**config.mk**
```make
export PLATFORM = sky130hd
export DESIGN_NAME = pid_steering_controller
export DESIGN_NICKNAME = d
export VERILOG_FILES = /design/src/hdl/pidsc_pkg.sv /design/src/hdl/pidsc_datapath.sv /design/src/hdl/pidsc_ctrl.sv /design/src/hdl/pid_steering_controller.sv
export SDC_FILE = /design/constraint.sdc
export NUM_CORES = 2
export LEC_CHECK = 0
export BUFFER_PORTS_ARGS = -buffer_cell sky130_fd_sc_hd__buf_2
export CAP_MARGIN = 10
export CORE_MARGIN = 2
export CORE_UTILIZATION = 53
export DETAILED_ROUTE_END_ITERATION = 10
export GPL_TIMING_DRIVEN = 0
export HOLD_SLACK_MARGIN = 0.15
export PLACE_DENSITY_LB_ADDON = 0.05
export SLEW_MARGIN = 10
export SYNTH_ARGS = -nofsm -noshare
export SYNTH_HDL_FRONTEND = slang
export SYNTH_SLANG_ARGS = --single-unit
```
**constraint.sdc**
```tcl
create_clock -name clk_i -period 8.1 [get_ports clk_i]
set_input_delay 1.62 -clock clk_i [delete_from_list [all_inputs] [get_ports clk_i]]
set_output_delay 1.62 -clock clk_i [all_outputs]
set_load 0.05 [all_outputs]
```
**src/hdl/pidsc_pkg.sv**
```systemverilog
`default_nettype none

package pidsc_pkg;

  // Field and register widths
  localparam int unsigned ErrW   = 16;
  localparam int unsigned GainW  = 18;
  localparam int unsigned SumW   = 32;
  localparam int unsigned LevelW = 16;
  localparam int unsigned AngleW = 7;
  localparam int unsigned CfgIdxW = 2;

  // Shared multiplier: signed gain side and signed operand side
  localparam int unsigned MulAW  = GainW + 1;
  localparam int unsigned MulBW  = SumW + 1;
  localparam int unsigned ProdW  = MulAW + MulBW;

  // Output word layout
  localparam int unsigned OutDataW = 32;

  // Register indexes of the configuration port
  localparam logic [CfgIdxW-1:0] RegKp = 2'd0;
  localparam logic [CfgIdxW-1:0] RegKi = 2'd1;
  localparam logic [CfgIdxW-1:0] RegKd = 2'd2;

  // Gain values after reset
  localparam logic [GainW-1:0] KpReset = 18'd6554;
  localparam logic [GainW-1:0] KiReset = 18'd0;
  localparam logic [GainW-1:0] KdReset = 18'd66;

  // Full scale degrees of the steering angle
  localparam logic [MulAW-1:0] AngleFull = 19'd45;

  // Operand pair fed to the shared multiplier
  typedef enum logic [1:0] {
    MUL_KP,
    MUL_KI,
    MUL_KD,
    MUL_ANGLE
  } mul_sel_e;

  // Commands from the sequencer to the datapath
  typedef struct packed {
    logic     capture;
    logic     mul_en;
    mul_sel_e mul_sel;
    logic     acc_clr;
    logic     acc_add;
    logic     clamp_en;
    logic     out_load;
  } cmd_t;

endpackage

`default_nettype wire

```
**src/hdl/pidsc_datapath.sv**
```systemverilog
`default_nettype none

module pidsc_datapath (
  input  wire                              clk_i,
  input  wire                              rst_ni,
  input  pidsc_pkg::cmd_t                  cmd_i,
  input  wire  [pidsc_pkg::ErrW-1:0]       error_sample_i,
  input  wire                              cfg_we_i,
  input  wire  [pidsc_pkg::CfgIdxW-1:0]    cfg_idx_i,
  input  wire  [pidsc_pkg::GainW-1:0]      cfg_wdata_i,
  output logic [pidsc_pkg::LevelW-1:0]     drive_level_o,
  output logic [pidsc_pkg::AngleW-1:0]     steer_angle_o,
  output logic                             send_command_o,
  output logic                             clamped_o
);

  import pidsc_pkg::*;

  localparam logic signed [ProdW-1:0] OneQ28  = ProdW'(64'sd268435456);
  localparam logic signed [ProdW-1:0] MoneQ28 = -ProdW'(64'sd268435456);
  localparam logic signed [ProdW-1:0] BiasQ14 = ProdW'(64'sd16383);
  localparam logic signed [LevelW-1:0] PosOne = LevelW'(16384);
  localparam logic signed [LevelW-1:0] NegOne = -LevelW'(16384);

  logic [GainW-1:0] kp_q, ki_q, kd_q;

  logic signed [ErrW-1:0]   e_q;
  logic signed [ErrW-1:0]   prev_q, prev_d;
  logic signed [ErrW:0]     diff_q, diff_d;
  logic signed [SumW-1:0]   sum_q, sum_d;
  logic signed [SumW:0]     sum_wide;
  logic signed [ErrW-1:0]   e_in;

  logic signed [MulAW-1:0]  mul_a;
  logic signed [MulBW-1:0]  mul_b;
  logic signed [ProdW-1:0]  prod_q;
  logic signed [ProdW-1:0]  acc_q;

  logic signed [LevelW-1:0] level_q, level_d;
  logic                     clamp_q, clamp_d;
  logic signed [ProdW-1:0]  acc_biased;

  logic signed [21:0]       ang_prod;
  logic signed [21:0]       ang_biased;
  logic signed [AngleW-1:0] angle;

  // Gain registers, written from the configuration port
  always_ff @(posedge clk_i or negedge rst_ni) begin
    if (!rst_ni) begin
      kp_q <= KpReset;
      ki_q <= KiReset;
      kd_q <= KdReset;
    end else if (cfg_we_i) begin
      case (cfg_idx_i)
        RegKp:   kp_q <= cfg_wdata_i;
        RegKi:   ki_q <= cfg_wdata_i;
        RegKd:   kd_q <= cfg_wdata_i;
        default: ;
      endcase
    end
  end

  // Update the integral (saturating) and the derivative term on capture
  assign e_in     = $signed(error_sample_i);
  assign sum_wide = {sum_q[SumW-1], sum_q} + {{(SumW+1-ErrW){e_in[ErrW-1]}}, e_in};

  always_comb begin
    if (sum_wide[SumW] != sum_wide[SumW-1]) begin
      sum_d = sum_wide[SumW] ? {1'b1, {(SumW-1){1'b0}}} : {1'b0, {(SumW-1){1'b1}}};
    end else begin
      sum_d = sum_wide[SumW-1:0];
    end
    diff_d = {e_in[ErrW-1], e_in} - {prev_q[ErrW-1], prev_q};
    prev_d = e_in;
  end

  always_ff @(posedge clk_i or negedge rst_ni) begin
    if (!rst_ni) begin
      sum_q  <= '0;
      prev_q <= '0;
    end else if (cmd_i.capture) begin
      sum_q  <= sum_d;
      prev_q <= prev_d;
    end
  end

  always_ff @(posedge clk_i) begin
    if (cmd_i.capture) begin
      e_q    <= e_in;
      diff_q <= diff_d;
    end
  end

  // Select the operand pair of the shared multiplier
  always_comb begin
    case (cmd_i.mul_sel)
      MUL_KP: begin
        mul_a = $signed({1'b0, kp_q});
        mul_b = MulBW'(e_q);
      end
      MUL_KI: begin
        mul_a = $signed({1'b0, ki_q});
        mul_b = MulBW'(sum_q);
      end
      MUL_KD: begin
        mul_a = $signed({1'b0, kd_q});
        mul_b = MulBW'(diff_q);
      end
      MUL_ANGLE: begin
        mul_a = $signed(AngleFull);
        mul_b = MulBW'(level_q);
      end
      default: begin
        mul_a = '0;
        mul_b = '0;
      end
    endcase
  end

  // Product register and accumulator
  always_ff @(posedge clk_i) begin
    if (cmd_i.mul_en) begin
      prod_q <= mul_a * mul_b;
    end
    if (cmd_i.acc_clr) begin
      acc_q <= '0;
    end else if (cmd_i.acc_add) begin
      acc_q <= acc_q + prod_q;
    end
  end

  // Clamp to plus or minus one, otherwise truncate Q28 down to Q14
  assign acc_biased = acc_q + (acc_q[ProdW-1] ? BiasQ14 : '0);

  always_comb begin
    if (acc_q > OneQ28) begin
      level_d = PosOne;
      clamp_d = 1'b1;
    end else if (acc_q < MoneQ28) begin
      level_d = NegOne;
      clamp_d = 1'b1;
    end else begin
      level_d = acc_biased[14 +: LevelW];
      clamp_d = 1'b0;
    end
  end

  always_ff @(posedge clk_i) begin
    if (cmd_i.clamp_en) begin
      level_q <= level_d;
      clamp_q <= clamp_d;
    end
  end

  // Divide level*45 by 2^14, rounding toward zero
  assign ang_prod   = prod_q[21:0];
  assign ang_biased = ang_prod + (ang_prod[21] ? 22'sd16383 : 22'sd0);
  assign angle      = ang_biased[14 +: AngleW];

  // Output word register
  always_ff @(posedge clk_i) begin
    if (cmd_i.out_load) begin
      drive_level_o  <= level_q;
      steer_angle_o  <= angle;
      send_command_o <= (angle != '0);
      clamped_o      <= clamp_q;
    end
  end

  a_level_range : assert property (@(posedge clk_i) disable iff (!rst_ni)
    $past(cmd_i.out_load) |->
      ($signed(drive_level_o) <= PosOne) && ($signed(drive_level_o) >= NegOne))
    else $error("drive level outside plus or minus one");

  a_clamp_full : assert property (@(posedge clk_i) disable iff (!rst_ni)
    $past(cmd_i.out_load) && clamped_o |->
      ($signed(drive_level_o) == PosOne) || ($signed(drive_level_o) == NegOne))
    else $error("clamped word without full scale level");

  a_sum_no_wrap : assert property (@(posedge clk_i) disable iff (!rst_ni)
    cmd_i.capture && !sum_q[SumW-1] && !error_sample_i[ErrW-1] |=>
      !sum_q[SumW-1])
    else $error("integral wrapped instead of saturating");

endmodule

`default_nettype wire

```
**src/hdl/pidsc_ctrl.sv**
```systemverilog
`default_nettype none

module pidsc_ctrl (
  input  wire              clk_i,
  input  wire              rst_ni,
  input  wire              s_axis_tvalid,
  output logic             s_axis_tready,
  output logic             m_axis_tvalid,
  input  wire              m_axis_tready,
  output pidsc_pkg::cmd_t  cmd_o
);

  import pidsc_pkg::*;

  localparam logic [2:0] StIdle  = 3'd0;
  localparam logic [2:0] StMulP  = 3'd1;
  localparam logic [2:0] StMulI  = 3'd2;
  localparam logic [2:0] StMulD  = 3'd3;
  localparam logic [2:0] StAcc   = 3'd4;
  localparam logic [2:0] StClamp = 3'd5;
  localparam logic [2:0] StAngle = 3'd6;
  localparam logic [2:0] StScale = 3'd7;

  logic [2:0] state_q, state_d;
  logic       m_valid_q, m_valid_d;
  logic       slot_free;

  assign slot_free     = !m_valid_q || m_axis_tready;
  assign s_axis_tready = (state_q == StIdle);
  assign m_axis_tvalid = m_valid_q;

  // Step through the multiply and accumulate sequence
  always_comb begin
    state_d = state_q;
    cmd_o   = '0;
    cmd_o.mul_sel = MUL_KP;
    case (state_q)
      StIdle: begin
        if (s_axis_tvalid) begin
          cmd_o.capture = 1'b1;
          state_d = StMulP;
        end
      end
      StMulP: begin
        cmd_o.mul_en  = 1'b1;
        cmd_o.mul_sel = MUL_KP;
        cmd_o.acc_clr = 1'b1;
        state_d = StMulI;
      end
      StMulI: begin
        cmd_o.mul_en  = 1'b1;
        cmd_o.mul_sel = MUL_KI;
        cmd_o.acc_add = 1'b1;
        state_d = StMulD;
      end
      StMulD: begin
        cmd_o.mul_en  = 1'b1;
        cmd_o.mul_sel = MUL_KD;
        cmd_o.acc_add = 1'b1;
        state_d = StAcc;
      end
      StAcc: begin
        cmd_o.acc_add = 1'b1;
        state_d = StClamp;
      end
      StClamp: begin
        cmd_o.clamp_en = 1'b1;
        state_d = StAngle;
      end
      StAngle: begin
        cmd_o.mul_en  = 1'b1;
        cmd_o.mul_sel = MUL_ANGLE;
        state_d = StScale;
      end
      StScale: begin
        // Hold here while the previous word still waits at the output
        if (slot_free) begin
          cmd_o.out_load = 1'b1;
          state_d = StIdle;
        end
      end
      default: begin
        state_d = StIdle;
      end
    endcase
  end

  // Output word valid: set on load, drop once taken
  always_comb begin
    m_valid_d = m_valid_q;
    if (cmd_o.out_load) begin
      m_valid_d = 1'b1;
    end else if (m_axis_tready) begin
      m_valid_d = 1'b0;
    end
  end

  always_ff @(posedge clk_i or negedge rst_ni) begin
    if (!rst_ni) begin
      state_q   <= StIdle;
      m_valid_q <= 1'b0;
    end else begin
      state_q   <= state_d;
      m_valid_q <= m_valid_d;
    end
  end

  a_busy_after_accept : assert property (@(posedge clk_i) disable iff (!rst_ni)
    s_axis_tvalid && s_axis_tready |=> !s_axis_tready)
    else $error("second word accepted while one is in flight");

  a_no_overwrite : assert property (@(posedge clk_i) disable iff (!rst_ni)
    m_axis_tvalid && !m_axis_tready |=> !$past(cmd_o.out_load))
    else $error("waiting output word overwritten");

endmodule

`default_nettype wire

```
**src/hdl/pid_steering_controller.sv**
```systemverilog
// PID steering controller with output clamp.
//
// Input stream: one signed Q4.12 lane error per word on s_axis_tdata[15:0].
// Output stream: one word per input word on m_axis_tdata:
//   [15:0] drive level (Q1.14, clamped to plus or minus one), [22:16] steering
//   angle in degrees, [23] send command, [24] clamped, [31:25] zero.
// Gains kp, ki, kd (unsigned Q2.16) are written through cfg_we_i/cfg_idx_i/
// cfg_wdata_i with indexes 0, 1, 2; index 3 is ignored. Write only when idle.
// Each accepted word passes states MulP, MulI, MulD, Acc, Clamp, Angle and Scale
// to the output register; one multiplier is shared over the three gain products
// and the angle scaling, and an accumulator sums the products in sequence.
// s_axis_tready is high only in idle, so no word is taken while one is in flight.
// The output register lets the next word be accepted while a finished word
// waits; if the receiver stalls, the second finished word holds inside the
// block until the output register frees up, and the input stays closed.
// Reset clears the integral and the previous error, loads the default gains
// (kp about 0.1, ki zero, kd about 0.001) and empties the output register.
`default_nettype none

module pid_steering_controller (
  input  wire         clk_i,
  input  wire         rst_ni,
  input  wire         s_axis_tvalid,
  output logic        s_axis_tready,
  input  wire  [15:0] s_axis_tdata,   // [15:0] error_sample
  output logic        m_axis_tvalid,
  input  wire         m_axis_tready,
  output logic [31:0] m_axis_tdata,   // [15:0] drive_level, [22:16] steer_angle,
                                      // [23] send_command, [24] clamped
  input  wire         cfg_we_i,
  input  wire  [1:0]  cfg_idx_i,
  input  wire  [17:0] cfg_wdata_i
);

  import pidsc_pkg::*;

  cmd_t              cmd;
  logic [LevelW-1:0] drive_level;
  logic [AngleW-1:0] steer_angle;
  logic              send_command;
  logic              clamped;

  pidsc_ctrl u_ctrl (
    .clk_i         (clk_i),
    .rst_ni        (rst_ni),
    .s_axis_tvalid (s_axis_tvalid),
    .s_axis_tready (s_axis_tready),
    .m_axis_tvalid (m_axis_tvalid),
    .m_axis_tready (m_axis_tready),
    .cmd_o         (cmd)
  );

  pidsc_datapath u_datapath (
    .clk_i          (clk_i),
    .rst_ni         (rst_ni),
    .cmd_i          (cmd),
    .error_sample_i (s_axis_tdata[ErrW-1:0]),
    .cfg_we_i       (cfg_we_i),
    .cfg_idx_i      (cfg_idx_i),
    .cfg_wdata_i    (cfg_wdata_i),
    .drive_level_o  (drive_level),
    .steer_angle_o  (steer_angle),
    .send_command_o (send_command),
    .clamped_o      (clamped)
  );

  // Pack the result word, highest field first
  assign m_axis_tdata = {
    {(OutDataW - LevelW - AngleW - 2){1'b0}},
    clamped,
    send_command,
    steer_angle,
    drive_level
  };

endmodule

`default_nettype wire

```
# [After elaboration in Yosys (flattened, before gate mapping)]
# Cells that the tools add are included.
[op_classes] n_mux=21 eq_ne=15 n_lt_le_gt_ge=2 n_addsub=5 n_bitwise=0 multipliers=1 n_reduce_logical=13 div_mod_pow=0 n_shift=0
[op_table] op="$pmux W33 S4" n=1
[op_table] op="$pmux W19 S4" n=1
[op_table] op="$mux W32" n=2
[op_table] op="$add A52 B52 Y52" n=1
[op_table] op="$gt A52 B30 Y1 const B" n=1
[op_table] op="$lt A52 B29 Y1 const B" n=1
[op_table] op="$mul A19 B33 Y52" n=1
[op_table] op="$add A32 B16 Y33" n=1
[op_table] op="$add A30 B30 Y30" n=1
[op_table] op="$mux W14" n=2
[op_table] op="$pmux W3 S8" n=1
[op_table] op="$add A21 B21 Y21" n=1
[op_table] op="$sub A16 B16 Y17" n=1
[op_table] op="$mux W16" n=1
[op_table] op="$eq A3 B3 Y1 const B" n=4
[op_table] op="$pmux W3 S4" n=1
[op_table] op="$mux W1" n=10
[op_table] op="$reduce_and A2 Y1" n=4
[op_table] op="$reduce_bool A7 Y1" n=1
[op_table] op="$eq A2 B2 Y1 const B" n=3
[op_table] op="$eq A3 B2 Y1 const B" n=2
[op_table] op="$mux W3" n=2
[op_table] op="$eq A2 B1 Y1 const B" n=2
[op_table] op="$logic_not A2 Y1" n=2
[op_table] op="other kinds (10)" n=10
[totals] n_memories=0 mem_bits_ro=0 latchBits=0 ff_bits=285 elab_cells=75 input_bits=41 ramBits=0

# [Longest topological paths before layout]
[depth] depth_word=5 ltp_mapped=31

# [Cells and area by module]
# A second synthesis with hierarchy kept.
[unflattened] hier_cells=4171 hier_area_um2=37900.1
[modules_own_cells] module="pidsc_datapath" n_inst=1 cells_per_inst=4128 seq_area_each_um2=7418.4 area_per_inst_um2=37518.5
[modules_own_cells] module="pidsc_ctrl" n_inst=1 cells_per_inst=33 seq_area_each_um2=100.1 area_per_inst_um2=310.3
[modules_own_cells] module="pid_steering_controller" n_inst=1 cells_per_inst=10 seq_area_each_um2=0.0 area_per_inst_um2=71.3

# [Worst setup path after synthesis]
# No wires, ideal clock.
[synth_path] path_type="reg-to-reg" start="register u_ctrl.state_q[0]" end="register u_datapath.prod_q[48] (data pin)" path_slack_ns=0.022 path_stages_with_launch=30 setup_ns=0.270 t_arrival_ns=7.808 cell_sequence="dfrtp_1 -> clkbuf_1 -> buf_1 -> clkbuf_1 -> mux2i_1 -> nor2_1 -> a21oi_1 -> clkbuf_1 -> buf_1 -> nor2_1 -> fa_1 -> fa_1 -> inv_1 -> fa_1 -> inv_1 -> fa_1 -> fa_1 -> inv_1 -> fa_1 -> inv_1 -> ha_1 -> clkbuf_1 -> a21oi_1 -> o21bai_1 -> a221o_1 -> a32oi_1 -> nand3_1 -> a21boi_1 -> nor3_1 -> or3b_2"
[synth_via] elab_chain_cells=5 word_cells_on_any_way=12 classes_between="mul (1); eq/ne (7); mux (3); reduce/logical (1)"
[synth_rtl] element="start: declaration" line="pidsc_ctrl.sv:24" rtl="logic [2:0] state_q, state_d;"
[synth_rtl] element="start signal: assignment" line="pidsc_ctrl.sv:100" rtl="state_q <= StIdle;"
[synth_rtl] element="start signal: assignment" line="pidsc_ctrl.sv:103" rtl="state_q <= state_d;"
[synth_rtl] element="$eq A3 B3 Y1 (tied with other cells)" line="pidsc_ctrl.sv:37" rtl="case (state_q)"
[synth_rtl] element="$pmux W3 S4 (*)" line="pidsc_ctrl.sv:37"
[synth_rtl] element="$eq A2 B2 Y1 (tied with other cells)" line="pidsc_datapath.sv:96" rtl="case (cmd_i.mul_sel)"
[synth_rtl] element="$pmux W19 S4 / $pmux W33 S4 (equally long branches)" line="pidsc_datapath.sv:96"
[synth_rtl] element="$mul A19 B33 Y52 (*)" line="pidsc_datapath.sv:123" rtl="prod_q <= mul_a * mul_b;"
[synth_rtl] element="end signal: assignment" line="pidsc_datapath.sv:123"
[synth_rtl] element="end: declaration" line="pidsc_datapath.sv:36" rtl="logic signed [ProdW-1:0] prod_q;"
# Every way passes the cells marked *; elsewhere a longest branch is shown, timed or not. The select of a mux whose other input is x is not followed.
# A chain may end at the register's enable or synchronous reset.

# [Worst setup path in the final report]
[layout_path] start="register u_ctrl.state_q[2]" end="register u_datapath.prod_q[48] (data pin)"
# The elaborated chain is that of the path after synthesis.

==> impl_metrics.env <==
export IMPL_cts_made_buffers=36
export IMPL_critPathMaxStageDelay_ps=550
export IMPL_coreArea_mm2=0.0714
export IMPL_antenna_found_initial=4
export IMPL_ios=75
export IMPL_skew_ps=24.7
export IMPL_timing_rr_start="u_ctrl.state_q[2]"
export IMPL_vias=30400
export IMPL_dr_pass1_iters=6
export IMPL_routed_via_density=5.66
export IMPL_drv_cap=0
export IMPL_reg2regPathDepth=26
export IMPL_ys_ff_latch=285
export IMPL_clock_root_buffer="clkbuf_16"
export IMPL_most_common_layout_cells="740 x inv_1, 561 x fa_1, 478 x nand2_1"
export IMPL_finalCritPeriodShare_pct=97.4
export IMPL_grt_max_degree=69
export IMPL_synth_cell_types=86
export IMPL_clock_path_buffers=3
export IMPL_overflow=0
export IMPL_synth_edf_count=127
export IMPL_arrival_ps=8180
export IMPL_hold_viol_final=0
export IMPL_crit_top_cell="fa_1"
export IMPL_timing_rr_end="u_datapath.prod_q[48]"
export IMPL_drcViolationCount=0
export IMPL_grtUsageTotal_pct=32.4
export IMPL_end_kind="flip-flop"
export IMPL_wl_per_cell_um=21.8
export IMPL_synth_top_area_share_pct=29.6
export IMPL_wl_mm=117
export IMPL_ys_warn_count=0
export IMPL_io_buffers=67
export IMPL_yosys_top_cells_area="fa_1 30%, edfxtp_1 10%, ha_1 8.3%"
export IMPL_start_util_pct=53.4
export IMPL_cts_sinks=285
export IMPL_cts_tree="built"
export IMPL_antenna_left=0
export IMPL_drive_above_1_share_pct=11.6
export IMPL_synth_top_area_cell="fa_1"
export IMPL_dieHeight_um=272
export IMPL_clkTransAtPathRegs_ps=60
export IMPL_grt_pass1_vias=30800
export IMPL_hold_path_class="reg -> reg"
export IMPL_n_fill_cell=6501
export IMPL_die_area_mm2=0.0740
export IMPL_worstSkewPairLatency_ps=570
export IMPL_htreeDepth=2
export IMPL_grt_pass1_wl_mm=182
export IMPL_startpoint_type="flip-flop"
export IMPL_synth_seq_area_share_pct=19.7
export IMPL_crit_type="reg -> reg"
export IMPL_dp_hpwl_mm=95.8
export IMPL_syn_inst=4245
export IMPL_tightestPinTransition_ps=942
export IMPL_cp_startpoint="u_ctrl.state_q[2]"
export IMPL_die_w_um=272
export IMPL_syn2layout_area_growth_pct=10.8
export IMPL_utilization_pct=59.1
export IMPL_synthArstFlopShare_pct=37.2
export IMPL_final_nets=5255
export IMPL_layout_min_cycle_time_ps=7890
export IMPL_maxSlewViolCount=0
export IMPL_fmax_ghz=0.127
export IMPL_netlist_area_mm2=0.0381
export IMPL_crit_fanout=10
export IMPL_cp_endpoint="u_datapath.prod_q[48]"
export IMPL_fin_tns_setup_ps=0
export IMPL_cp_slowest_cell="fa_1"
export IMPL_finalWeightedCongestion=0.975
export IMPL_cp_required_ps=8390
export IMPL_row_count=98
export IMPL_final_common_cell="inv_1"
export IMPL_ys_flop_type="edfxtp_1"
export IMPL_avgSynthCellArea_um2=8.97
export IMPL_status="complete, no violations"
export IMPL_r2r_slack_ps=210
export IMPL_worst_slew_margin_rel_pct=35.6
export IMPL_setup_viol=0
export IMPL_drtIter0Drc=2795
## cells in the mapped netlist, types with 29 or more instances
cell	count
inv_1	745
fa_1	564
nand2_1	480
nor2_1	408
ha_1	253
a21oi_1	210
clkbuf_1	158
edfxtp_1	127
o21ai_0	124
a21o_1	100
dfrtp_1	97
xnor2_1	85
nand3_1	69
mux2_2	65
xor2_1	54
dfxtp_1	52
nor3_1	41
nand4_1	34
and2_1	31
or3_1	30
maj3_1	29
## cell type report
cell class              instances  area, µm²  area share [%]
flip-flops and latches        285       7520            17.8
repair buffers                145       1020            2.42
clock buffers                  47        995            2.36
multi-input cells            3035      27700            65.6
diodes                          2       5.00          0.0119
well taps                     950       1190            2.82
inverters                     745       2810            6.65
clock inverters                18        169           0.400
plain buffers                 149        806            1.91
## state kept, by name, indices dropped and copies added, names as in the netlist, 3 cells and up
signal and cells:
u_ctrl.state_q 3, u_datapath.acc_q 52, u_datapath.diff_q 17, u_datapath.drive_level_o 16
u_datapath.e_q 16, u_datapath.kd_q 18, u_datapath.ki_q 18, u_datapath.kp_q 18
u_datapath.level_q 16, u_datapath.prev_q 16, u_datapath.prod_q 52, u_datapath.steer_angle_o 7
u_datapath.sum_q 32
## per-layer routing
metal | wire (µm) | GRT usage [%] | vias up
met5 | 13 | 0 | -
met4 | 5350 | 12.9 | 2
met3 | 10000 | 6.28 | 243
met2 | 51800 | 50.3 | 1162
met1 | 50300 | 44.9 | 15000
li1 | - | - | 14000
## metrics by stage
stage          worst slack (ps)  cells  hold slack [ps]  instance area (µm²)
6_report                    209   5376              417                42200
3_5_place_dp              -2770   5275              405                39800
5_1_grt                   -2.91   5375              432                42200
2_1_floorplan              22.2   4251              400                38100
4_1_cts                    12.3   5347              420                41700
3_3_place_gp              -2780   5268              409                39600
## kinds of logic (layout without fill, tap and decap cells)
kind of cell	Yosys count	after routing	synth area share, %
AO/OA/AOI/OAI	699	699	11.8
buffers and inverters	931	1104	9.31
AND/OR/NAND/NOR	1251	1251	14.5
XOR/XNOR	139	139	3.20
multiplexers	93	93	2.66
other	1	9	0.00985
adder cells (fa/ha/maj)	846	846	38.7
flip-flops	285	285	19.7
## what timing repair did
action,in CTS,in global routing
hold buffers,0,0
resized for setup,191,102
setup buffers,40,31
endpoints found under the setup margin,44,21
pin swaps,15,17
## critical path, delay by kind of cell, from the launching register on
kind / cells / cell delay (ps)
AO/OA/AOI/OAI: 4 / 900
adder cells (fa/ha/maj): 7 / 3490
flip-flops: 1 / 490
AND/OR/NAND/NOR: 9 / 2190
buffers and inverters: 6 / 520
## how the worst min path moves through the flow
stage                       startpoint                    to  slack (ps)  cells past startpoint
global placement    u_datapath.clamp_q  u_datapath.clamped_o         410                      0
finish              u_datapath.clamp_q  u_datapath.clamped_o         420                      0
global route        u_datapath.clamp_q  u_datapath.clamped_o         430                      0
floorplan           u_datapath.clamp_q  u_datapath.clamped_o         400                      0
detailed placement  u_datapath.clamp_q  u_datapath.clamped_o         410                      0
CTS                 u_datapath.clamp_q  u_datapath.clamped_o         420                      0
Power is left out: the tool's default activity adds up to more than one toggle a clock period on the data nets, which glitch-free logic cannot reach.
